`src/rtl/core/link_serialization_delay_defines.svh`:
```
// Assertion macros shared by the link serialisation delay RTL.
// Needs nothing else; included by files that carry concurrent assertions.
`ifndef LINK_SERIALIZATION_DELAY_DEFINES_SVH
`define LINK_SERIALIZATION_DELAY_DEFINES_SVH

// Check that cons holds in the same cycle as ante.
`define LSD_ASSERT_IMP(lbl, clk, rst, ante, cons) \
  lbl: assert property (@(posedge clk) disable iff (rst) (ante) |-> (cons)) \
    else $error("lsd: property violated");

// Check that cons holds a fixed number of cycles after ante.
`define LSD_ASSERT_DLY(lbl, clk, rst, ante, n, cons) \
  lbl: assert property (@(posedge clk) disable iff (rst) (ante) |-> ##n (cons)) \
    else $error("lsd: property violated after delay");

`endif

```
`src/rtl/core/lsd_pkg.sv`:
```
// Package for the link serialisation delay block: widths, constants, status
// codes and the beat types that travel down the cell chains. No dependencies.
package lsd_pkg;

  localparam int DATA_W   = 64;
  localparam int STATUS_W = 2;

  localparam logic [DATA_W-1:0] MAX_VAL         = '1;
  localparam logic [DATA_W-1:0] NS_PER_BYTE_SEC = 64'd8000000000;

  // Bits that the scale factor really occupies
  localparam int MUL_W = $clog2(NS_PER_BYTE_SEC + 1);

  // Largest whole-seconds quotient whose scaled value still fits
  localparam logic [DATA_W-1:0] WHOLE_MAX = MAX_VAL / NS_PER_BYTE_SEC;
  localparam int WHOLE_W = $clog2(WHOLE_MAX + 1);
  localparam int PROD_W  = WHOLE_W + MUL_W;

  localparam int DIV_CELLS = DATA_W;
  localparam int MDV_CELLS = MUL_W;
  // Division chain, scale stage, mul-div chain, finishing stage
  localparam int LATENCY   = DIV_CELLS + 1 + MDV_CELLS + 1;

  localparam logic [STATUS_W-1:0] ST_OK   = 2'd0;
  localparam logic [STATUS_W-1:0] ST_ZERO = 2'd1;
  localparam logic [STATUS_W-1:0] ST_OVF  = 2'd2;

  // Beat in the whole-seconds division chain. acc holds the dividend bits
  // still to be consumed at the top and the quotient bits gathered at the bottom.
  typedef struct packed {
    logic              valid;
    logic              zero;
    logic [DATA_W-1:0] den;
    logic [DATA_W-1:0] acc;
    logic [DATA_W-1:0] rem;
  } div_beat_t;

  // Beat in the fractional mul-div chain
  typedef struct packed {
    logic              valid;
    logic              zero;
    logic              ovf;
    logic [DATA_W-1:0] den;
    logic [DATA_W-1:0] num;
    logic [DATA_W-1:0] rem;
    logic [MUL_W-1:0]  quo;
    logic [DATA_W-1:0] ns;
  } mdv_beat_t;

endpackage

```
`src/rtl/core/lsd_scale.sv`:
```
// Scale stage: checks the whole-seconds quotient for overflow and scales it
// to nanoseconds. Depends on lsd_pkg.
module lsd_scale (
  input  logic              clk,
  input  logic              rst,
  input  lsd_pkg::div_beat_t in_beat,
  output lsd_pkg::mdv_beat_t out_beat
);
  import lsd_pkg::*;

  logic              whole_ovf;
  logic [PROD_W-1:0] prod;

  // Scale only the bits that can survive the overflow check
  always_comb begin
    whole_ovf = (in_beat.acc > WHOLE_MAX);
    prod      = PROD_W'(in_beat.acc[WHOLE_W-1:0]) * PROD_W'(NS_PER_BYTE_SEC[MUL_W-1:0]);
  end

  // Hold the valid mark across the stage
  always_ff @(posedge clk) begin
    if (rst) begin
      out_beat.valid <= 1'b0;
    end else begin
      out_beat.valid <= in_beat.valid;
    end
  end

  // Load the mul-div chain with the remainder as numerator
  always_ff @(posedge clk) begin
    out_beat.zero <= in_beat.zero;
    out_beat.ovf  <= whole_ovf;
    out_beat.den  <= in_beat.den;
    out_beat.num  <= in_beat.rem;
    out_beat.rem  <= '0;
    out_beat.quo  <= '0;
    out_beat.ns   <= prod[DATA_W-1:0];
  end

endmodule

```
`config.mk`:
```
export PLATFORM = sky130hd
export DESIGN_NAME = lsd_scale
export DESIGN_NICKNAME = d
export VERILOG_FILES = /design/src/rtl/core/link_serialization_delay_defines.svh /design/src/rtl/core/lsd_pkg.sv /design/src/rtl/core/lsd_scale.sv
export SDC_FILE = /design/constraint.sdc
export NUM_CORES = 1
export LEC_CHECK = 0
export BUFFER_PORTS_ARGS = -buffer_cell sky130_fd_sc_hd__buf_2
export CAP_MARGIN = 5
export CELL_PAD_IN_SITES_DETAIL_PLACEMENT = 0
export CELL_PAD_IN_SITES_GLOBAL_PLACEMENT = 1
export CORE_UTILIZATION = 45
export CTS_CLUSTER_SIZE = 12
export DETAILED_ROUTE_END_ITERATION = 16
export GPL_TIMING_DRIVEN = 0
export PLACE_DENSITY = 0.88
export SYNTH_ARGS = -nofsm -noshare
export SYNTH_HDL_FRONTEND = slang
export SYNTH_SLANG_ARGS = --single-unit
```
`constraint.sdc`:
```
create_clock -name clk -period 21.5 [get_ports clk]
set_input_delay 3.225 -clock clk [delete_from_list [all_inputs] [get_ports clk]]
set_output_delay 3.225 -clock clk [all_outputs]
set_load 0.03 [all_outputs]
```
Word level (Yosys, flattened, before mapping)
Index checks and enable logic that the tools add are counted.

word-level totals
  bits in registers = 183
  input port bits = 196
  logic and storage cells = 8

operators by class
  multiply operators = 1
  magnitude comparators = 1

operators by type and width
  kind                                                  number
  > comparator 64 x 32 -> 1 bit, second input constant  1
  multiplier 32 x 21 -> 52 bit, second input constant   1

Depth between registers and ports, before layout
Gate-level depths: netlist of run 1.

  depth after elaboration = 1
  mapped depth = 25
  mapped depth without buffers = 24

Least setup slack after synthesis of run 1
No wires, ideal clock.

  path type = input -> register
  start point = in in_beat[69] (netlist name)
  end point = reg out_beat[63] (netlist name)
  arrival time = 9.142 ns
  path slack = 12.237 ns
  stages = 21
  path buffers = 1
  cells stage by stage = inv_1 fa_1 fa_1 fa_1 fa_1 fa_1 inv_1 fa_1 inv_1 fa_1 inv_1 ha_1 clkbuf_1 nand4_1 or4_1 a211oi_1 nor2_1 o41a_1 nand4b_1 a31oi_1 xnor2_1

between the ends
  word-level cells in the longest chain between the ends = 1

ends and longest elaborated chain
  element                       RTL line         RTL
  start, declared               lsd_scale.sv:6   input lsd_pkg::div_beat_t in_beat,
  multiplier 32 x 21 -> 52 bit  lsd_scale.sv:17  prod = PROD_W'(in_beat.acc[WHOLE_W-1:0]) * PROD_W'(NS_PER_BYTE_SEC[MUL_W-1:0]);
  net prod[63]                  lsd_scale.sv:12  logic [PROD_W-1:0] prod;
  end, declared                 lsd_scale.sv:7   output lsd_pkg::mdv_beat_t out_beat

The timed path passes the listed nets, and every way through them passes these cells.
A chain may end at the register's enable or synchronous reset.

Worst setup path after layout of run 1
  start point = in in_beat[70] (netlist name)
  end point = reg out_beat[60] (netlist name)

The elaborated chain is that of the path after synthesis.

==> results.ini, run 1 <==
[clock_network]
cts_setup_buffers = 0
h-tree-depth = 4
numCtsBuffers = 17
root_buffer = clkbuf_16
clk_path_buf_depth = 2
cts_resized = 0
hold_buffers = 0
cts_tree = built
clk_pin_slew_ns = 0.08
cts_sinks = 183

[logic_synthesis]
synth_edf_count = 0
synth_compound_area_share_pct = 5.81
yosysSeqAreaShare_pct = 20.3
synth-seq-cells = 183
synth_xor_area_share_pct = 2.43
synthMuxAreaShare_pct = 0
synth_cells = 1676
yosysUniqueCellTypes = 56
syn_area_per_cell_um2 = 10.8
synth_top_family_by_area = adder cells
synthSimpleGateAreaFrac_pct = 3.72
netlist_area_um2 = 18000
yosys.area_share.adder_pct = 53.7
synthArstFlopShare_pct = 0
synthFlopType = dfxtp_1
yosys_warnings = 0

[grt]
antenna_found_initial = 4
grt_pass1_wl_um = 72000
grtUsageMet3_pct = 3.87
met1_usage_pct = 25.8
grt_use_met2_pct = 43.2
gr-total-overflow = 0
grt_max_degree = 21
grtUsageTotal_pct = 23.2
grt_pass1_vias = 13484
top_usage_layer = met2

[drt]
wl_per_cell_um = 17.2
via_per_inst = 4.73
vias = 12832
drc_errors = 0
totalWireLength_um = 46800
drt_iter0_markers = 536
dr.pass1.iters = 5
ant_nets = 0

[final_layout]
drive_above_1_share_pct = 24.1
top_register = out_beat
final-seq-area_um2 = 3660
largest_reg_flops = 183
post-route-cell-area_um2 = 21600
multiInputGateArea_um2 = 12300
nets = 2964
areaGrowthSynthToFinish_pct = 19.9
nFillCells = 3450
stdcell_count = 2715
top_regs = out_beat x183

[floorplanning]
num_rows = 72
die_x_um = 202
ios = 488
die_area_um2 = 40900
initial_core_util_pct = 46.1
core_area_um2 = 39100
die_height_um = 202

[worst_setup_path]
crit_fanout = 8
path_cells = buf_2 -> inv_1 -> fa_1 -> fa_1 -> fa_1 -> fa_1 -> fa_1 -> inv_1 -> fa_1 -> inv_1 -> fa_1 -> inv_1 -> ha_1 -> clkbuf_1 -> nand4_1 -> nor3_1 -> o21ai_0 -> o21ai_1 -> a311oi_1 -> o31ai_1 -> a31oi_1 -> xnor2_1
arrival_ns = 10.26
cpPeakStageDelay_ns = 0.62
slowest_stage = o31ai_1
path_class = input pin to flop
start_kind = input pin
worstSetupEndpointType = flop
cp.required_ns = 21.86
cpMostUsedCell = fa_1

[place]
port_buffers = 378
hpwl_um = 41700
place_area_um2 = 21000
place_congestion = 0.917
dp_cells = 2680

[min_path]
hp-class = input pin to flop
hold_depth = 1
hp-start = in_beat[153]
holdPathEnd = out_beat[250]

[status]
status = finished, final reports clean

[run]
maxCapViolCount = 0

[sta]
slew_headroom_pct = 32.2
fmax_mhz = 101
setup_viol = 0
tns_ns = 0
tightest_slew_ns = 1.00
rsz0062_at_grt = no
min_period_over_period_pct = 46.1
period_minus_slack_ns = 9.91
drv_slew = 0
hold_viol = 0

==> stage by stage <==
step                      worst slack, ns  utilization [%]  hold WS, ns
after global routing                11.28             55.3         2.84
after floorplan                     12.24                -         3.25
after detailed placement            11.25             53.7         3.33
final                               11.59             55.3         2.88
after global placement              11.22             53.7         3.33
after CTS                           11.69             55.3         2.85
==> cells in the final DEF, fill, tap and decap left out, types with 3 or more instances in the layout <==
| cell type | instances |
|---|---|
| a211oi_1 | 4 |
| a21o_1 | 32 |
| a21oi_1 | 49 |
| a31oi_1 | 9 |
| and3_1 | 8 |
| buf_2 | 378 |
| buf_4 | 109 |
| clkbuf_1 | 20 |
| clkbuf_16 | 17 |
| clkinv_4 | 3 |
| clkinv_8 | 5 |
| conb_1 | 109 |
| dfxtp_1 | 183 |
| diode_2 | 3 |
| fa_1 | 312 |
| ha_1 | 275 |
| inv_1 | 436 |
| inv_8 | 3 |
| nand2_1 | 36 |
| nand3_1 | 7 |
| nand4_1 | 22 |
| nor2_1 | 25 |
| nor2b_1 | 4 |
| nor3_1 | 8 |
| nor4_1 | 10 |
| o211ai_1 | 3 |
| o21a_1 | 3 |
| o21ai_0 | 16 |
| o21ai_1 | 9 |
| o21bai_1 | 6 |
| o31ai_1 | 5 |
| xnor2_1 | 32 |
| xor2_1 | 18 |
==> worst max-delay path: cells and delay by family <==
family | cells | cell delay [ns]
xor+xnor | 1 | 0.23
simple gates | 2 | 0.43
buf+inv | 6 | 0.82
compound gates | 5 | 1.57
fa+ha+maj | 8 | 3.98
==> cells by family after synthesis <==
family / after synthesis
compound gates: 158
flops: 183
simple gates: 132
buf+inv: 565
xor+xnor: 50
fa+ha+maj: 587
other cells: 1
==> worst max-delay path by stage <==
stage               slack [ns]  cells past startpoint         from            to
floorplan                12.24                     21  in_beat[69]  out_beat[63]
CTS                      11.69                     22  in_beat[72]  out_beat[60]
detailed placement       11.25                     22  in_beat[72]  out_beat[60]
global placement         11.22                     22  in_beat[68]  out_beat[60]
global route             11.28                     22  in_beat[72]  out_beat[60]
finish                   11.59                     22  in_beat[70]  out_beat[60]
==> synthesized netlist by cell type (all sizes together) (2+ instances only) <==
master | count | area, µm²
or4 | 2 | 18.8
dfxtp | 183 | 3660
a31oi | 9 | 56.3
a21oi | 50 | 254
xor2 | 18 | 158
nand2b | 2 | 12.5
inv | 436 | 1640
fa | 312 | 6250
a21boi | 3 | 26.3
a41oi | 2 | 25.0
nor2 | 25 | 93.8
and3 | 8 | 50.1
nor3 | 8 | 40.0
o21a | 3 | 22.5
xnor2 | 32 | 280
ha | 275 | 3440
o21ai | 25 | 125
o31ai | 5 | 37.5
a21o | 32 | 240
nor2b | 4 | 25.0
buf | 109 | 818
nand4 | 22 | 138
a211oi | 4 | 30.0
a311oi | 2 | 17.5
nand3 | 7 | 35.0
o211ai | 3 | 22.5
and2 | 2 | 12.5
or2 | 2 | 12.5
o21bai | 7 | 56.3
clkbuf | 20 | 75.1
nor4 | 10 | 62.6
o41a | 2 | 22.5
nand2 | 36 | 135
==> per-layer routing <==
metal  up-vias  part of all wire, %
met3        87                  4.8
li1       5973                    -
met1      6341                   37
met2       431                   54
met4         0                  3.9
met5         -                    0
==> cell type report <==
cell class                      count  share of cell area [%]
Timing Repair Buffer              378                    8.75
Antenna cell                        3                  0.0347
Sequential cell                   183                    16.9
Tap cell                          518                    3.00
Buffer                            129                    4.13
Multi-Input combinational cell   1036                    56.7
Inverter                          436                    7.57
Clock buffer                       17                    1.97
Clock inverter                     15                   0.949
Power of run 1 is not shown: default switching activity piles up to over one toggle a cycle in this logic, so the estimate is an artifact.
==> run 2: changes to the inputs <==
--- a/config.mk
+++ b/config.mk
@@ -5,15 +5,16 @@
 export SDC_FILE = /design/constraint.sdc
 export NUM_CORES = 1
 export LEC_CHECK = 0
+export ABC_AREA = 1
 export BUFFER_PORTS_ARGS = -buffer_cell sky130_fd_sc_hd__buf_2
 export CAP_MARGIN = 5
 export CELL_PAD_IN_SITES_DETAIL_PLACEMENT = 0
 export CELL_PAD_IN_SITES_GLOBAL_PLACEMENT = 1
-export CORE_UTILIZATION = 45
+export CORE_UTILIZATION = 41
 export CTS_CLUSTER_SIZE = 12
 export DETAILED_ROUTE_END_ITERATION = 16
 export GPL_TIMING_DRIVEN = 0
-export PLACE_DENSITY = 0.88
+export PLACE_DENSITY = 0.82
 export SYNTH_ARGS = -nofsm -noshare
 export SYNTH_HDL_FRONTEND = slang
 export SYNTH_SLANG_ARGS = --single-unit
==> constraint.sdc (replaced) <==
create_clock -name clk -period 10.2 [get_ports clk]
set_input_delay 1.53 -clock clk [delete_from_list [all_inputs] [get_ports clk]]
set_output_delay 1.53 -clock clk [all_outputs]
set_load 0.03 [all_outputs]
==> run 2 against run 1 <==
  * Core utilization decreased by 5.5 points
  * Worst setup slack got worse by 8.5 ns
  * Sequential share of layout area shrank 1.3 points
  * Die area is 20% higher
  * Cell count up 23%
  * Global-route usage shrank 1.0 points
  * Critical endpoint is now out_beat[41]
  * Largest cell class unchanged
==> results.ini, run 2 <==
[status]
status = finished, final reports clean

[grt]
met1_usage_pct = 27.6
gr-total-overflow = 0
antenna_found_initial = 2
grtUsageTotal_pct = 22.2
grt_max_degree = 24
grt_use_met2_pct = 39.7
top_usage_layer = met2
grtUsageMet3_pct = 3.61
grt_pass1_vias = 15676
grt_pass1_wl_um = 83800

[logic_synthesis]
synthArstFlopShare_pct = 0
synthTopCellsByCount = 650 x inv_1, 422 x nand2_1, 312 x fa_1
syn_area_per_cell_um2 = 8.88
yosysSeqAreaShare_pct = 18.6
synth.largest_area_cell = fa_1
netlist_area_um2 = 19700
synthFlopType = dfxtp_1
synth.most_common_cell = inv_1
yosys-top-cells-area = fa_1 32%, dfxtp_1 19%, ha_1 17%, inv_1 12%, nand2_1 8.0%
synth.top_cell.area_share_pct = 31.7
synth-seq-cells = 183
synth_edf_count = 0
yosys_warnings = 0
synth_cells = 2220
yosysUniqueCellTypes = 27

[place]
place_congestion = 0.920
hpwl_um = 47000
port_buffers = 378

[drt]
wl_per_cell_um = 15.4
totalWireLength_um = 51600
drt_iter0_markers = 573
ant_nets = 0
vias = 14602
dr.pass1.iters = 5
via_per_inst = 4.36
drc_errors = 0

[clock_network]
clk_pin_slew_ns = 0.09
clk_path_buf_depth = 2
cts_sinks = 183
cts_resized = 0
numCtsBuffers = 17
hold_buffers = 0
cts_setup_buffers = 0
root_buffer = clkbuf_16
h-tree-depth = 4
cts_tree = built

[final_layout]
mostFrequentLayoutCells = 650 x inv_1, 422 x nand2_1, 378 x buf_2
top_register = out_beat
areaGrowthSynthToFinish_pct = 18.8
mostFrequentLayoutCell = inv_1
nFillCells = 4499
drive_above_1_share_pct = 20.8
nets = 3508
top_regs = out_beat x183
largest_reg_flops = 183
fin_util_pct = 49.9

[worst_setup_path]
start_kind = input pin
cp.required_ns = 10.50
worstSetupEndpointType = flop
crit_fanout = 7
critical_path.endpoint = out_beat[41]
arrival_ns = 7.42
worstSetupStartpoint = in_beat[72]
path_class = input pin to flop

[sta]
fmax_mhz = 140
hold_viol = 0
rsz0062_at_grt = no
tns_ns = 0
setup_viol = 0
period_minus_slack_ns = 7.12
min_period_over_period_pct = 69.8
slew_headroom_pct = 39.3
drv_slew = 0
tightest_slew_ns = 0.903

[floorplanning]
die_x_um = 221
die_height_um = 221
num_rows = 79
core_area_um2 = 47000
ios = 488
initial_core_util_pct = 42.0
die_area_um2 = 49000

[run]
maxCapViolCount = 0

[min_path]
hp-class = input pin to flop

[run 2: changes by cell type after synthesis, moves of 12 or more]
cell	change
a21o_1	-30
a21oi_1	-20
clkbuf_1	-20
inv_1	+214
nand2_1	+386
nand2_2	+12
nand3_1	+34
nor2_1	+53
nor2_2	+20
o21ai_0	-14
xnor2_1	-29
[run 2: per-stage QoR]
step | instance area, µm² | setup WS, ns | hold slack, ns | cells
2_1_floorplan | 20100 | 3.60 | 1.56 | 2328
3_3_place_gp | 22800 | 2.67 | 1.63 | 3313
3_5_place_dp | 22800 | 2.61 | 1.63 | 3313
4_1_cts | 23400 | 3.09 | 1.13 | 3345
5_1_grt | 23400 | 2.85 | 1.14 | 3345
6_report | 23400 | 3.08 | 1.17 | 3346
[run 2: metal layers]
| layer | routed length [µm] | vias to the layer above | part of all wire (%) |
|---|---|---|---|
| met2 | 26200 | 420 | 51 |
| met4 | 973 | 0 | 1.9 |
| met5 | 0 | - | 0 |
| li1 | - | 7256 | - |
| met1 | 21700 | 6863 | 42 |
| met3 | 2730 | 63 | 5.3 |
[run 2: layout make-up]
type / instances / area [µm²] / share of cell area, %
Clock inverter: 15 / 213 / 0.909
Timing Repair Buffer: 378 / 1890 / 8.08
Tap cell: 607 / 759 / 3.24
Sequential cell: 183 / 3660 / 15.7
Inverter: 655 / 2460 / 10.5
Multi-Input combinational cell: 1381 / 13200 / 56.3
Clock buffer: 17 / 425 / 1.82
Antenna cell: 1 / 2.50 / 0.0107
Buffer: 109 / 818 / 3.50
[run 2: worst min-delay path by stage]
stage                             from             to  slack [ns]  depth (start not counted)
final                     in_beat[142]  out_beat[239]        1.17                          1
after global routing       in_beat[52]  out_beat[213]        1.14                          1
after CTS                  in_beat[52]  out_beat[213]        1.13                          1
after detailed placement   in_beat[53]  out_beat[214]        1.63                          1
after global placement     in_beat[29]  out_beat[190]        1.63                          1
after floorplan            in_beat[64]   out_beat[12]        1.56                          0
[run 2: worst max-delay path, cell delays in order]
cell and delay [ns]:
buf_2 0.22, inv_1 0.18, fa_1 0.59, fa_1 0.45, fa_1 0.54, fa_1 0.53, fa_1 0.56, inv_1 0.06
fa_1 0.55, inv_1 0.07, fa_1 0.54, inv_1 0.05, ha_1 0.41, nand2_1 0.15, nor2_2 0.18, nand2_1 0.11
nor2_1 0.17, nand2_1 0.07, nand3_1 0.08, xor2_1 0.37
[run 2: logic make-up (layout without fill, tap and decap cells)]
logic type               after synthesis  count (layout)  share of synthesized area [%]
other                                  1             110                         0.0190
AO/OA/AOI/OAI                         39              39                           1.09
buffers and inverters                764            1174                           16.6
AND/OR/NAND/NOR                      616             616                           13.2
XOR/XNOR                              30              30                           1.33
flip-flops                           183             183                           18.6
adder cells (fa/ha/maj)              587             587                           49.1
Power of run 2 is left out for the same reason.
