**config.mk**
```make
export PLATFORM = sky130hd
export DESIGN_NAME = lsd_div_cell
export DESIGN_NICKNAME = d
export VERILOG_FILES = /design/src/rtl/core/lsd_pkg.sv /design/src/rtl/core/lsd_div_cell.sv
export VERILOG_INCLUDE_DIRS = /design/src /design/src/rtl/core
export SDC_FILE = /design/constraint.sdc
export NUM_CORES = 1
export LEC_CHECK = 0
export ABC_CLOCK_PERIOD_IN_PS = 3300
export BUFFER_PORTS_ARGS = -buffer_cell sky130_fd_sc_hd__buf_4
export CAP_MARGIN = 25
export CORE_AREA = 2 2 152 154
export CTS_CLUSTER_SIZE = 8
export DETAILED_ROUTE_END_ITERATION = 10
export DIE_AREA = 0 0 154 156
export MAX_ROUTING_LAYER = met4
export PLACE_DENSITY = 0.75
export SETUP_SLACK_MARGIN = 0.4
export SLEW_MARGIN = 20
export SYNTH_ARGS = -nofsm -noshare
export SYNTH_HDL_FRONTEND = slang
export SYNTH_SLANG_ARGS = --single-unit
```
**constraint.sdc**
```tcl
create_clock -name clk -period 3.3 [get_ports clk]
set_input_delay 0.33 -clock clk [delete_from_list [all_inputs] [get_ports clk]]
set_output_delay 0.33 -clock clk [all_outputs]
set_load 0.05 [all_outputs]
```
**src/rtl/core/link_serialization_delay_defines.svh**
```systemverilog
// Assertion macros shared by the link serialisation delay RTL.
// Needs nothing else; included by files that carry concurrent assertions.
`ifndef LINK_SERIALIZATION_DELAY_DEFINES_SVH
`define LINK_SERIALIZATION_DELAY_DEFINES_SVH

// Check that cons holds in the same cycle as ante.
`define LSD_ASSERT_IMP(lbl, clk, rst, ante, cons) \
  lbl: assert property (@(posedge clk) disable iff (rst) (ante) |-> (cons)) \
    else $error("lsd: property violated");

// Check that cons holds a fixed number of cycles after ante.
`define LSD_ASSERT_DLY(lbl, clk, rst, ante, n, cons) \
  lbl: assert property (@(posedge clk) disable iff (rst) (ante) |-> ##n (cons)) \
    else $error("lsd: property violated after delay");

`endif

```
**src/rtl/core/lsd_pkg.sv**
```systemverilog
// Package for the link serialisation delay block: widths, constants, status
// codes and the beat types that travel down the cell chains. No dependencies.
package lsd_pkg;

  localparam int DATA_W   = 64;
  localparam int STATUS_W = 2;

  localparam logic [DATA_W-1:0] MAX_VAL         = '1;
  localparam logic [DATA_W-1:0] NS_PER_BYTE_SEC = 64'd8000000000;

  // Bits that the scale factor really occupies
  localparam int MUL_W = $clog2(NS_PER_BYTE_SEC + 1);

  // Largest whole-seconds quotient whose scaled value still fits
  localparam logic [DATA_W-1:0] WHOLE_MAX = MAX_VAL / NS_PER_BYTE_SEC;
  localparam int WHOLE_W = $clog2(WHOLE_MAX + 1);
  localparam int PROD_W  = WHOLE_W + MUL_W;

  localparam int DIV_CELLS = DATA_W;
  localparam int MDV_CELLS = MUL_W;
  // Division chain, scale stage, mul-div chain, finishing stage
  localparam int LATENCY   = DIV_CELLS + 1 + MDV_CELLS + 1;

  localparam logic [STATUS_W-1:0] ST_OK   = 2'd0;
  localparam logic [STATUS_W-1:0] ST_ZERO = 2'd1;
  localparam logic [STATUS_W-1:0] ST_OVF  = 2'd2;

  // Beat in the whole-seconds division chain. acc holds the dividend bits
  // still to be consumed at the top and the quotient bits gathered at the bottom.
  typedef struct packed {
    logic              valid;
    logic              zero;
    logic [DATA_W-1:0] den;
    logic [DATA_W-1:0] acc;
    logic [DATA_W-1:0] rem;
  } div_beat_t;

  // Beat in the fractional mul-div chain
  typedef struct packed {
    logic              valid;
    logic              zero;
    logic              ovf;
    logic [DATA_W-1:0] den;
    logic [DATA_W-1:0] num;
    logic [DATA_W-1:0] rem;
    logic [MUL_W-1:0]  quo;
    logic [DATA_W-1:0] ns;
  } mdv_beat_t;

endpackage

```
**src/rtl/core/lsd_div_cell.sv**
```systemverilog
// One restoring-division cell: takes one dividend bit, yields one quotient bit.
// Depends on lsd_pkg and link_serialization_delay_defines.svh.
`include "link_serialization_delay_defines.svh"

module lsd_div_cell (
  input  logic              clk,
  input  logic              rst,
  input  lsd_pkg::div_beat_t in_beat,
  output lsd_pkg::div_beat_t out_beat
);
  import lsd_pkg::*;

  logic [DATA_W:0]   cand;
  logic              fits;
  logic [DATA_W-1:0] rem_next;
  logic [DATA_W-1:0] acc_next;

  // Shift in the next dividend bit and try the subtraction
  always_comb begin
    cand     = {in_beat.rem, in_beat.acc[DATA_W-1]};
    fits     = (cand >= {1'b0, in_beat.den});
    rem_next = fits ? DATA_W'(cand - {1'b0, in_beat.den}) : cand[DATA_W-1:0];
    acc_next = {in_beat.acc[DATA_W-2:0], fits};
  end

  // Advance the valid mark
  always_ff @(posedge clk) begin
    if (rst) begin
      out_beat.valid <= 1'b0;
    end else begin
      out_beat.valid <= in_beat.valid;
    end
  end

  // Advance the payload
  always_ff @(posedge clk) begin
    out_beat.zero <= in_beat.zero;
    out_beat.den  <= in_beat.den;
    out_beat.acc  <= acc_next;
    out_beat.rem  <= rem_next;
  end

  // Partial remainder always stays below the divisor
  `LSD_ASSERT_IMP(a_div_rem_below_den, clk, rst,
    out_beat.valid && !out_beat.zero, out_beat.rem < out_beat.den)

endmodule

```
# Word level (Yosys, flattened, before mapping)
# Cells that the tools add are included.
[op_classes]
n_addsub = 1
n_lt_le_gt_ge = 1
n_mux = 1
[op_table]
columns = ["op", "count"]
rows = [
  ["greater-or-equal comparator 65 x 64 -> 1 bit", 1],
  ["two-way mux 64 bit", 1],
  ["subtractor 64 bit", 1],
]
[totals]
reg_bits = 194
out_inout_bits = 194

# Logic depth before layout (Yosys ltp)
# Gate-level depths: netlist of run 1.
[depth]
depth_word = 2
ltp_mapped = 15
mapped_depth_nobuf = 13

# Least setup slack after synthesis of run 1
# Ideal clock, no wire load.
[synth_path]
path_kind = "input-to-reg"
from = "in in_beat[127] (netlist name)"
to = "reg out_beat[62] (netlist name)"
arrival_time_ps = 2710
required_ps = 3177
setup_slack_ps = 468
stages = 13
cell_sequence = "inv_1 ha_1 fa_1 nand2b_1 a21oi_1 o21a_1 o21ai_1 a31oi_2 o2111a_1 nor3_4 a2111oi_1 o31a_1 o31ai_2"
[synth_via]
elab_chain_len = 2
word_cells_on_any_way = 3
classes_between = "1 x add/sub; 1 x order compare; 1 x mux"
[synth_lines]
columns = ["item", "line", "text"]
rows = [
  ["start, declared", "lsd_div_cell.sv:8", "input lsd_pkg::div_beat_t in_beat,"],
  ["subtractor 64 bit / greater-or-equal comparator 65 x 64 -> 1 bit (equally long branches)", "lsd_div_cell.sv:22, lsd_div_cell.sv:21", ""],
  ["two-way mux 64 bit *", "lsd_div_cell.sv:22", "rem_next = fits ? DATA_W'(cand - {1'b0, in_beat.den}) : cand[DATA_W-1:0];"],
  ["net rem_next[62]", "lsd_div_cell.sv:15", "logic [DATA_W-1:0] rem_next;"],
  ["end, declared", "lsd_div_cell.sv:9", "output lsd_pkg::div_beat_t out_beat"],
]
# Mark *: on every way through the listed nets, which the timed path passes. The rest lies on a longest branch.
# A chain may end at the register's enable or synchronous reset.

# Final worst setup path of run 1
# Same ends and word-level chain as after synthesis.

==> metrics, run 1 <==
syn_nets 1259; fillers between 1500 and 2000; nature of the critical path endpoint flop; final period utilization between 80 and 90%; placed wire-length estimate after detailed placement approximately 23000 um; Switching Fraction a little under 40%; largest cells by area after synthesis sky130_fd_sc_hd__dfxtp_1 44%, sky130_fd_sc_hd__ha_1 9.0%, sky130_fd_sc_hd__a21oi_1 6.0%; clock-pin slew of the registers on the worst-case setup and hold paths about 0.080 ns; Inserted Clock Buffers 17; fraction of the yosys area taken by sequential cells between 40% and 50%; CTS tree done; area fraction of the dominant cell type after synthesis between 40% and 50%; min setup slack post-route between 0.5 and 0.6 ns; number of failing hold endpoints at the final stage 0; number of enable flip-flop cells after synthesis 0; critical path arrival about 3.1 ns; final setup violation count 0; number of synthesized register bits 194; Slew HR between 50% and 60%; unrepaired setup endpoints after global routing yes; total overflow reported by the global router 0; cell with the most instances after synthesis sky130_fd_sc_hd__dfxtp_1; class of the tightest hold or removal check input port to flop; crit path launch type input port; hold path startpoint in_beat[174]; maximum level of the CTS H-tree 4; first-pass GRT wire length 47600 um; power density over the cells between 500 and 600 nW/um2; vias in the first global route ~9300; post-synthesis instance area about 8900 um2; antenna violations before repair 0; clock period minus worst slack between 2 and 3 ns; vias per cell approximately 5; top flop regs out_beat: 194 flops; startpoint of the most critical setup path in_beat[127]; register with the most flip-flops out_beat; power dissipated by switching net loads 2.91 mW; CORE AREA ~22000 um2; logic gate share of total power between 30% and 40%; Rows 55; clock tree root buffer cell sky130_fd_sc_hd__clkbuf_16; number of nets in the layout between 1500 and 2000; area added between synthesis and finish 60.3%; status complete, no violations; number of distinct standard cells referenced by the synthesized netlist between 70 and 80; async set-or-reset flop fraction in the synthesized netlist 0%; Final ANT Viol Nets 0; leading cell types by count after synthesis 194 x sky130_fd_sc_hd__dfxtp_1, 106 x sky130_fd_sc_hd__a21oi_1, 93 x sky130_fd_sc_hd__nor2_1, 91 x sky130_fd_sc_hd__nand2_1, 81 x sky130_fd_sc_hd__inv_1; final weighted congestion of routability-driven global placement roughly 0.92; maximum buffer depth of the clock tree 2; Die Width between 150 and 200 um; top flip-flop cell by instance count after synthesis sky130_fd_sc_hd__dfxtp_1; total chip power roughly 7.6 mW; required time at the worst-slack endpoint roughly 3.6 ns; total of warnings raised by yosys 0; Syn Inst Count about 1000; count of final max-slew check failures 0; pin count of the biggest net entering global routing 31; reported leakage power between 6 and 7 nW; Detailed Route Iter0 Violations around 400; wire length per cell around 17 um; category of the most critical setup path input port to flop; antenna cell count 0; proportion of layout cells with a drive suffix above 1 between 30 and 40%; share of power burned in registers between 30% and 40%; Sequential Area around 4000 um2; first-pass detailed-route iteration total 5; number of flip-flops under the largest register name ~190; cell type contributing the most total cell area after synthesis sky130_fd_sc_hd__dfxtp_1; part of the total power dissipated in the clock network between 20% and 30%; max-capacitance violation count 0; multi-input gate area in the final layout approximately 4600 um2; Peak Freq 358 MHz; gr usage total 25.8%; peak fanout along the critical path 6; starting utilization of the core area between 30 and 40%; number of design rule violations left after detail routing 0; overall die height between 150 and 200 um; Worst Tran Pin Value around 0.64 ns; Max rail drop VDD between 0.3 and 0.4 mV; total clock sinks roughly 190; cell internal power dissipation 4.64 mW; area of the die around 24000 um2; setup slack after placement -0.128 ns; total via count after detailed routing 9176; sum of routed wire length over all layers 31100 um; io pins 390; port buffer count a little under 400; average instance area after synthesis 8.89 um2
[final timing paths]
kind	slack, ns	cells after the start	end
min	0.02	1	out_beat[174]
max	0.50	15	out_beat[62]
[cell families after synthesis]
kind of cell / Yosys count / share of synthesized area (%)
AND/OR/NAND/NOR: 291 / 15.6
AO/OA/AOI/OAI: 280 / 20.6
flip-flops: 194 / 43.8
buffers and inverters: 117 / 5.71
adder cells (fa/ha/maj): 65 / 9.25
XOR/XNOR: 49 / 4.84
multiplexers: 2 / 0.240
[cells in the final DEF (no fill, tap or decap), types with 17 or more instances in the layout]
master / instances
sky130_fd_sc_hd__dfxtp_1: 194
sky130_fd_sc_hd__ha_1: 58
sky130_fd_sc_hd__inv_1: 81
sky130_fd_sc_hd__clkbuf_16: 17
sky130_fd_sc_hd__xnor2_1: 22
sky130_fd_sc_hd__a21oi_1: 106
sky130_fd_sc_hd__a21o_1: 32
sky130_fd_sc_hd__dlygate4sd3_1: 121
sky130_fd_sc_hd__o21ai_0: 41
sky130_fd_sc_hd__nand3_1: 19
sky130_fd_sc_hd__buf_4: 424
sky130_fd_sc_hd__nor2_1: 93
sky130_fd_sc_hd__nand2_1: 91
sky130_fd_sc_hd__xor2_1: 27
[routing by layer]
metal,wire length [um],vias up,global-route usage [%]
li1,-,4532,-
met1,12300,4217,27.5
met2,15900,355,46.7
met3,1800,72,5.31
met4,1090,0,10.5
met5,0,-,-
[through the flow]
| step | hold WS (ns) | setup TNS, ns | instances | util [%] | instance area, um2 |
|---|---|---|---|---|---|
| floorplan | 0.358 | 0 | 998 | - | 8870 |
| global placement | 0.434 | 0 | 1676 | 55.0 | 12300 |
| detailed placement | 0.436 | -0.167 | 1676 | 55.0 | 12300 |
| CTS | 0.000182 | 0 | 1827 | 63.0 | 14100 |
| global route | 0.00171 | 0 | 1830 | 63.6 | 14200 |
| finish | 0.0165 | 0 | 1830 | 63.6 | 14200 |
[critical path, cell delays in order]
cell and delay, ns:
sky130_fd_sc_hd__buf_4 0.09, sky130_fd_sc_hd__inv_1 0.04, sky130_fd_sc_hd__ha_1 0.21, sky130_fd_sc_hd__fa_1 0.40, sky130_fd_sc_hd__nand2b_1 0.19, sky130_fd_sc_hd__a21oi_1 0.17
sky130_fd_sc_hd__o21a_1 0.18, sky130_fd_sc_hd__o21ai_1 0.13, sky130_fd_sc_hd__a31oi_4 0.29, sky130_fd_sc_hd__o2111a_1 0.25, sky130_fd_sc_hd__nor3_4 0.06, sky130_fd_sc_hd__buf_12 0.15
sky130_fd_sc_hd__a2111oi_4 0.36, sky130_fd_sc_hd__o31a_1 0.19, sky130_fd_sc_hd__o31ai_2 0.06
[power by group through the flow]
stage	sequential, mW	combinational (mW)	clock [mW]
final	2.67	2.76	2.13
after global routing	2.69	2.92	2.26
after CTS	2.67	2.72	2.18
after detailed placement	2.72	2.60	0
after global placement	2.72	2.57	0
after floorplan	3.60	0.814	0
[final cells by class]
| cell class | count | share of cell area [%] |
|---|---|---|
| timing repair buffer | 550 | 31.6 |
| inverter | 82 | 2.20 |
| clock inverter | 14 | 1.28 |
| sequential | 194 | 27.3 |
| tap | 285 | 2.51 |
| multi-input combinational | 687 | 32.1 |
| clock buffer | 18 | 3.02 |
[what timing repair did]
item | CTS | global route
gates resized for setup | 1 | 19
buffers inserted | 0 | 1
pin swaps | 1 | 7
endpoints found under the setup margin | 1 | 38
cloned | 0 | 0
hold endpoints to repair | 119 | 2
hold buffers | 119 | 2
No activity file was read; power rests on OpenSTA's default activity.
==> inputs of run 2 (changes only) <==
ABC_CLOCK_PERIOD_IN_PS = 2800   (was 3300)
clock period = 2.8 ns   (was 3.3 ns; I/O delays follow)
==> metrics, run 2 (synthesis results as in run 1) <==
number of cells in the design after placement 1818 (+8.5%); nature of the critical path endpoint flop; total clock sinks 194 (unchanged); antenna violations before repair 0 (unchanged); sum of routed wire length over all layers 37100 um (+19%); clock-pin slew of the registers on the worst-case setup and hold paths 0.08 ns (about the same); total overflow reported by the global router 0 (unchanged); overall die height 156 um (unchanged); category of the most critical setup path input port to flop; Rows 55 (unchanged); Max rail drop VDD 0.430 mV (+26%); final setup violation count 0 (unchanged); first-pass detailed-route iteration total 7 (+2); top flop regs out_beat: 194 flops; number of failing hold endpoints at the final stage 0 (unchanged); min setup slack post-route 0.256 ns (-0.247 ns); Switching Fraction 38.7% (+0.15 points); Worst Tran Pin Value 0.484 ns (-0.157 ns); io pins 390 (unchanged); critical path arrival 2.89 ns (-0.23 ns); area added between synthesis and finish 87.7%; power density over the cells 578 nW/um2 (+8.8%); Total Negative Setup Slacks 0 ns (unchanged); fillers 1511 (-17%); final non-filler cell area 16700 um2 (+17%); setup slack after placement -0.286 ns (-0.158 ns); crit path launch type input port; utilization of the core after routing 74.5% (+11 points); Finished Layout Cells 2006 (+9.6%); power dissipated by switching net loads 3.72 mW (+28%); most frequent cells in the layout 567 x sky130_fd_sc_hd__buf_4, 194 x sky130_fd_sc_hd__dfxtp_1, 128 x sky130_fd_sc_hd__dlygate4sd3_1; unrepaired setup endpoints after global routing yes; part of the total power dissipated in the clock network 26.5% (-1.7 points); antenna cell count 0 (unchanged); share of power burned in registers 32.8% (-2.5 points); maximum buffer depth of the clock tree 2 (unchanged); number of nets in the layout 1969 (+9.8%); vias in the first global route 10398 (+11%); max-capacitance violation count 0 (unchanged); instance area after placement 13600 um2 (+11%); Peak Freq roughly 400 MHz; peak fanout along the critical path 20 (+14); class of the tightest hold or removal check input port to flop; area of the die 24000 um2 (unchanged); Slew HR 67.4% (+10 points); clock period minus worst slack ~2.5 ns; count of final max-slew check failures 0 (unchanged); most common cell after layout, fill and taps aside sky130_fd_sc_hd__buf_4; final weighted congestion of routability-driven global placement 0.981 (+7.1%); vias per cell 5.09 (+1.6%); number of design rule violations left after detail routing 0 (unchanged); Inserted Clock Buffers 17 (unchanged); reported leakage power 7.89 nW (+15%); first-pass GRT wire length 54600 um (+15%); proportion of layout cells with a drive suffix above 1 47.3% (+15 points); cell internal power dissipation 5.90 mW (+27%); maximum level of the CTS H-tree 4 (unchanged); Hold Slack 0.0413 ns (+0.0248 ns); Detailed Route Iter0 Violations 565 (+42%); register with the most flip-flops out_beat; CORE AREA 22400 um2 (unchanged); Die Width 154 um (unchanged); Final ANT Viol Nets 0 (unchanged); gr usage total 29.9% (+4.1 points); pin count of the biggest net entering global routing 25 (-19%); required time at the worst-slack endpoint 3.14 ns (-0.49 ns); CTS tree done; port buffer count 389 (unchanged); placed wire-length estimate after detailed placement 25700 um (+10%); logic gate share of total power 40.7% (+4.2 points); clock tree root buffer cell sky130_fd_sc_hd__clkbuf_16; total chip power 9.62 mW (+27%); final period utilization between 90% and 100%; wire length per cell 18.5 um (+8.8%); starting utilization of the core area 39.7% (unchanged); total via count after detailed routing 10216 (+11%); number of flip-flops under the largest register name 194 (unchanged); status complete, no violations; Hold Path Cell Cnt 3 (+2)
==> run 2: changes by cell type in the layout (fill, tap and decap cells not counted), moves of 15 or more <==
cell,delta
sky130_fd_sc_hd__a21oi_1,-17
sky130_fd_sc_hd__a21oi_2,+15
sky130_fd_sc_hd__buf_4,+143
sky130_fd_sc_hd__buf_6,+17
sky130_fd_sc_hd__ha_1,-22
sky130_fd_sc_hd__ha_4,+28
sky130_fd_sc_hd__inv_1,-19
sky130_fd_sc_hd__inv_2,+17
sky130_fd_sc_hd__nor2_1,-34
sky130_fd_sc_hd__nor2_2,+19
sky130_fd_sc_hd__nor2_4,+15
==> run 2: final timing paths <==
check,start,to,slack [ns]
worst min-delay path,in_beat[3],out_beat[4],0.04
worst max-delay path,in_beat[142],out_beat[60],0.26
==> run 2: critical path, stage by stage <==
cell	delay, ns
sky130_fd_sc_hd__buf_4	0.12
sky130_fd_sc_hd__inv_2	0.07
sky130_fd_sc_hd__ha_4	0.22
sky130_fd_sc_hd__a211oi_1	0.29
sky130_fd_sc_hd__nor2_1	0.10
sky130_fd_sc_hd__nor2_2	0.15
sky130_fd_sc_hd__o211a_1	0.25
sky130_fd_sc_hd__o32ai_4	0.10
sky130_fd_sc_hd__o211ai_1	0.21
sky130_fd_sc_hd__buf_4	0.17
sky130_fd_sc_hd__a21oi_4	0.06
sky130_fd_sc_hd__nor2_4	0.22
sky130_fd_sc_hd__clkinv_4	0.13
sky130_fd_sc_hd__buf_4	0.16
sky130_fd_sc_hd__buf_12	0.15
sky130_fd_sc_hd__a31o_2	0.20
==> run 2: cell type report <==
cell class	instances	area (um2)	share of cell area, %
flip-flops and latches	194	3880	23.3
clock inverters	15	193	1.16
well taps	285	357	2.14
multi-input cells	687	5450	32.7
repair buffers	726	6030	36.2
inverters	82	318	1.91
clock buffers	17	425	2.55
==> run 2: power by group through the flow <==
stage	clock network [mW]	registers, mW	logic, mW
detailed placement	0	3.21	3.40
global placement	0	3.21	3.38
floorplan	0	4.25	1.03
CTS	2.60	3.15	3.71
finish	2.55	3.16	3.92
global route	2.69	3.18	4.11
==> run 2: layer usage <==
layer	vias to the layer above	routed length [um]	GRT usage [%]	share of wire, %
li1	4900	-	-	-
met1	4799	13800	31.6	37
met2	435	19600	55.1	53
met3	82	2480	6.00	6.7
met4	0	1280	11.0	3.5
met5	-	0	-	0
==> run 2: timing repair <==
item,4_1_cts,5_1_grt
hold buffers,128,0
pin swaps,27,30
gates cloned,1,3
endpoints found under the hold margin,128,0
endpoints found under the setup margin,63,65
gates resized for setup,95,107
setup buffers,17,7
==> inputs of run 3 (changes only) <==
BUFFER_PORTS_ARGS = -buffer_cell sky130_fd_sc_hd__buf_2   (was -buffer_cell sky130_fd_sc_hd__buf_4)
CORE_AREA = default   (was 2 2 152 154)
CORE_MARGIN = 1.5   (was default)
CORE_UTILIZATION = 40   (was default)
DIE_AREA = default   (was 0 0 154 156)
SETUP_SLACK_MARGIN = 0.3   (was 0.4)
==> metrics, run 3 (synthesis results as in run 1) <==
status complete, no violations; most frequent cells in the layout 378 x sky130_fd_sc_hd__buf_2, 223 x sky130_fd_sc_hd__buf_4, 194 x sky130_fd_sc_hd__dfxtp_1; starting utilization of the core area 40.7% (+0.98 points); final weighted congestion of routability-driven global placement 0.929 (-5.2%); critical path arrival 2.97 ns (+0.08 ns); peak fanout along the critical path 5 (-75%); first-pass GRT wire length 51800 um (-5.1%); vias per cell 4.97 (-2.5%); total clock sinks 194 (unchanged); kind of cell adding the most delay to the critical path compound AO/OA/AOI/OAI gates; clock-pin slew of the registers on the worst-case setup and hold paths 0.08 ns (about the same); Detailed Route Iter0 Violations 558 (-1.2%); top flop regs out_beat: 194 flops; area added between synthesis and finish 78.4%; Sequential Area 3880 um2 (unchanged); unrepaired setup endpoints after global routing yes; multi-input gate area in the final layout 5350 um2 (-1.8%); slowest cell on the critical path sky130_fd_sc_hd__nor4_1; power density over the cells 589 nW/um2 (+2.0%); Switching Fraction 38.9% (+0.27 points); Max rail drop VDD 0.418 mV (-2.7%); total overflow reported by the global router 0 (unchanged); number of design rule violations left after detail routing 0 (unchanged); Peak Freq 377 MHz (-4.0%); total chip power 9.33 mW (-3.1%); part of the total power dissipated in the clock network 27.1% (+0.6 points); sequence of cells on the critical path buf_6 -> inv_4 -> ha_4 -> nor2b_4 -> o31a_1 -> o31ai_4 -> o21ba_4 -> nor4_4 -> o211ai_1 -> a21oi_2 -> nor2_4 -> buf_12 -> buf_12 -> buf_6 -> nor2_1 -> nor4_1; overall die height 152 um (-2.6%); maximum buffer depth of the clock tree 2 (unchanged); category of the most critical setup path input port to flop; clock period minus worst slack 2.65 ns (+0.106 ns); first-pass detailed-route iteration total 5 (-2); vias in the first global route 10159 (-2.3%); nature of the critical path endpoint flop; number of nets in the layout 2001 (+1.6%); Slew HR 71.6% (+4.2 points); Worst Tran Pin Value 0.420 ns (-0.0634 ns); gr usage total 28.8% (-1.0 points); share of power burned in registers 33.6% (+0.8 points); port buffer count 389 (unchanged); io pins 390 (unchanged); wire length per cell 17.1 um (-7.3%); count of buffering cells on the critical path with inverters included 5 (-1); cell internal power dissipation 5.69 mW (-3.5%); clock tree root buffer cell sky130_fd_sc_hd__clkbuf_16; antenna violations before repair 1 (+1); CTS tree done; Rows 54 (-1.8%); crit path launch type input port; class of the tightest hold or removal check input port to flop; final setup violation count 0 (unchanged); reported leakage power 7.70 nW (-2.4%); total via count after detailed routing 10099 (-1.1%); final period utilization 94.7% (+3.8 points); Largest stage delay, worst path 0.36 ns (+0.07 ns); maximum level of the CTS H-tree 4 (unchanged); logic gate share of total power 39.3% (-1.4 points); max-capacitance violation count 0 (unchanged); placed wire-length estimate after detailed placement 25000 um (-2.8%); proportion of layout cells with a drive suffix above 1 46.0% (-1.3 points); Final ANT Viol Nets 0 (unchanged); register with the most flip-flops out_beat; utilization of the core after routing 72.5% (-1.9 points); power dissipated by switching net loads 3.63 mW (-2.4%); number of flip-flops under the largest register name 194 (unchanged); fillers 1658 (+9.7%); count of final max-slew check failures 0 (unchanged); most common cell after layout, fill and taps aside sky130_fd_sc_hd__buf_2; pin count of the biggest net entering global routing 30 (+20%); Inserted Clock Buffers 17 (unchanged); number of failing hold endpoints at the final stage 0 (unchanged); sum of routed wire length over all layers 34800 um (-6.0%); CORE AREA 21800 um2 (-2.4%); required time at the worst-slack endpoint 3.12 ns (-0.02 ns); area of the die 23100 um2 (-3.9%); Die Width 152 um (-1.3%); Hold Slack 0.0450 ns (+0.00375 ns)
run 3: cell types whose count changed in the layout (fill, tap and decap cells not counted), moves of 5 or more:
cell,delta
sky130_fd_sc_hd__nand2_2,-5
sky130_fd_sc_hd__nor2_1,+17
sky130_fd_sc_hd__inv_1,+9
sky130_fd_sc_hd__a21oi_1,+7
sky130_fd_sc_hd__buf_4,-344
sky130_fd_sc_hd__a21oi_2,-6
sky130_fd_sc_hd__inv_2,-8
sky130_fd_sc_hd__buf_2,+378
sky130_fd_sc_hd__nor2_2,-10
sky130_fd_sc_hd__nand2_1,+5
sky130_fd_sc_hd__nor2_4,-7
run 3: timing repair:
action / in CTS / in global routing
pin swaps: 14 / 55
hold endpoints to repair: 127 / 0
gates cloned: 0 / 3
buffers inserted: 6 / 15
resized for setup: 24 / 135
hold buffers: 127 / 0
setup endpoints to repair: 53 / 61
run 3: cell type report:
cell class	count	share of cell area [%]
clock inverter	14	1.17
timing repair buffer	758	33.5
sequential	194	24.5
antenna	1	0.0158
multi-input combinational	687	33.8
tap	280	2.21
inverter	82	1.99
clock buffer	18	2.77
run 3: per-layer routing:
layer | GRT usage, % | vias up | share of wire, %
met2 | 53.3 | 376 | 53
li1 | - | 4958 | -
met4 | 9.57 | 0 | 3.4
met1 | 31.2 | 4692 | 39
met3 | 4.65 | 73 | 4.8
met5 | - | - | 0
run 3: power by group through the flow:
stage | Sequential (mW) | Combinational (mW) | Clock [mW]
3_3_place_gp | 3.19 | 3.18 | 0
5_1_grt | 3.16 | 3.87 | 2.67
2_1_floorplan | 4.25 | 1.02 | 0
6_report | 3.13 | 3.67 | 2.53
3_5_place_dp | 3.19 | 3.21 | 0
4_1_cts | 3.13 | 3.41 | 2.57
run 3: through the flow:
step | setup slack [ns] | std cells | area, um2 | TNS (ns)
after global placement | -0.335 | 1850 | 12900 | -15.24
after detailed placement | -0.380 | 1850 | 12900 | -14.58
final | 0.150 | 2034 | 15800 | 0
after CTS | 0.295 | 2015 | 15000 | 0
after global routing | 0.0546 | 2034 | 15800 | 0
after floorplan | 0.203 | 998 | 9100 | 0
run 3: path summary, 6_finish.rpt:
kind	from	to	slack [ns]	cells after the start
min	in_beat[33]	out_beat[34]	0.05	3
max	in_beat[129]	out_beat[56]	0.15	16
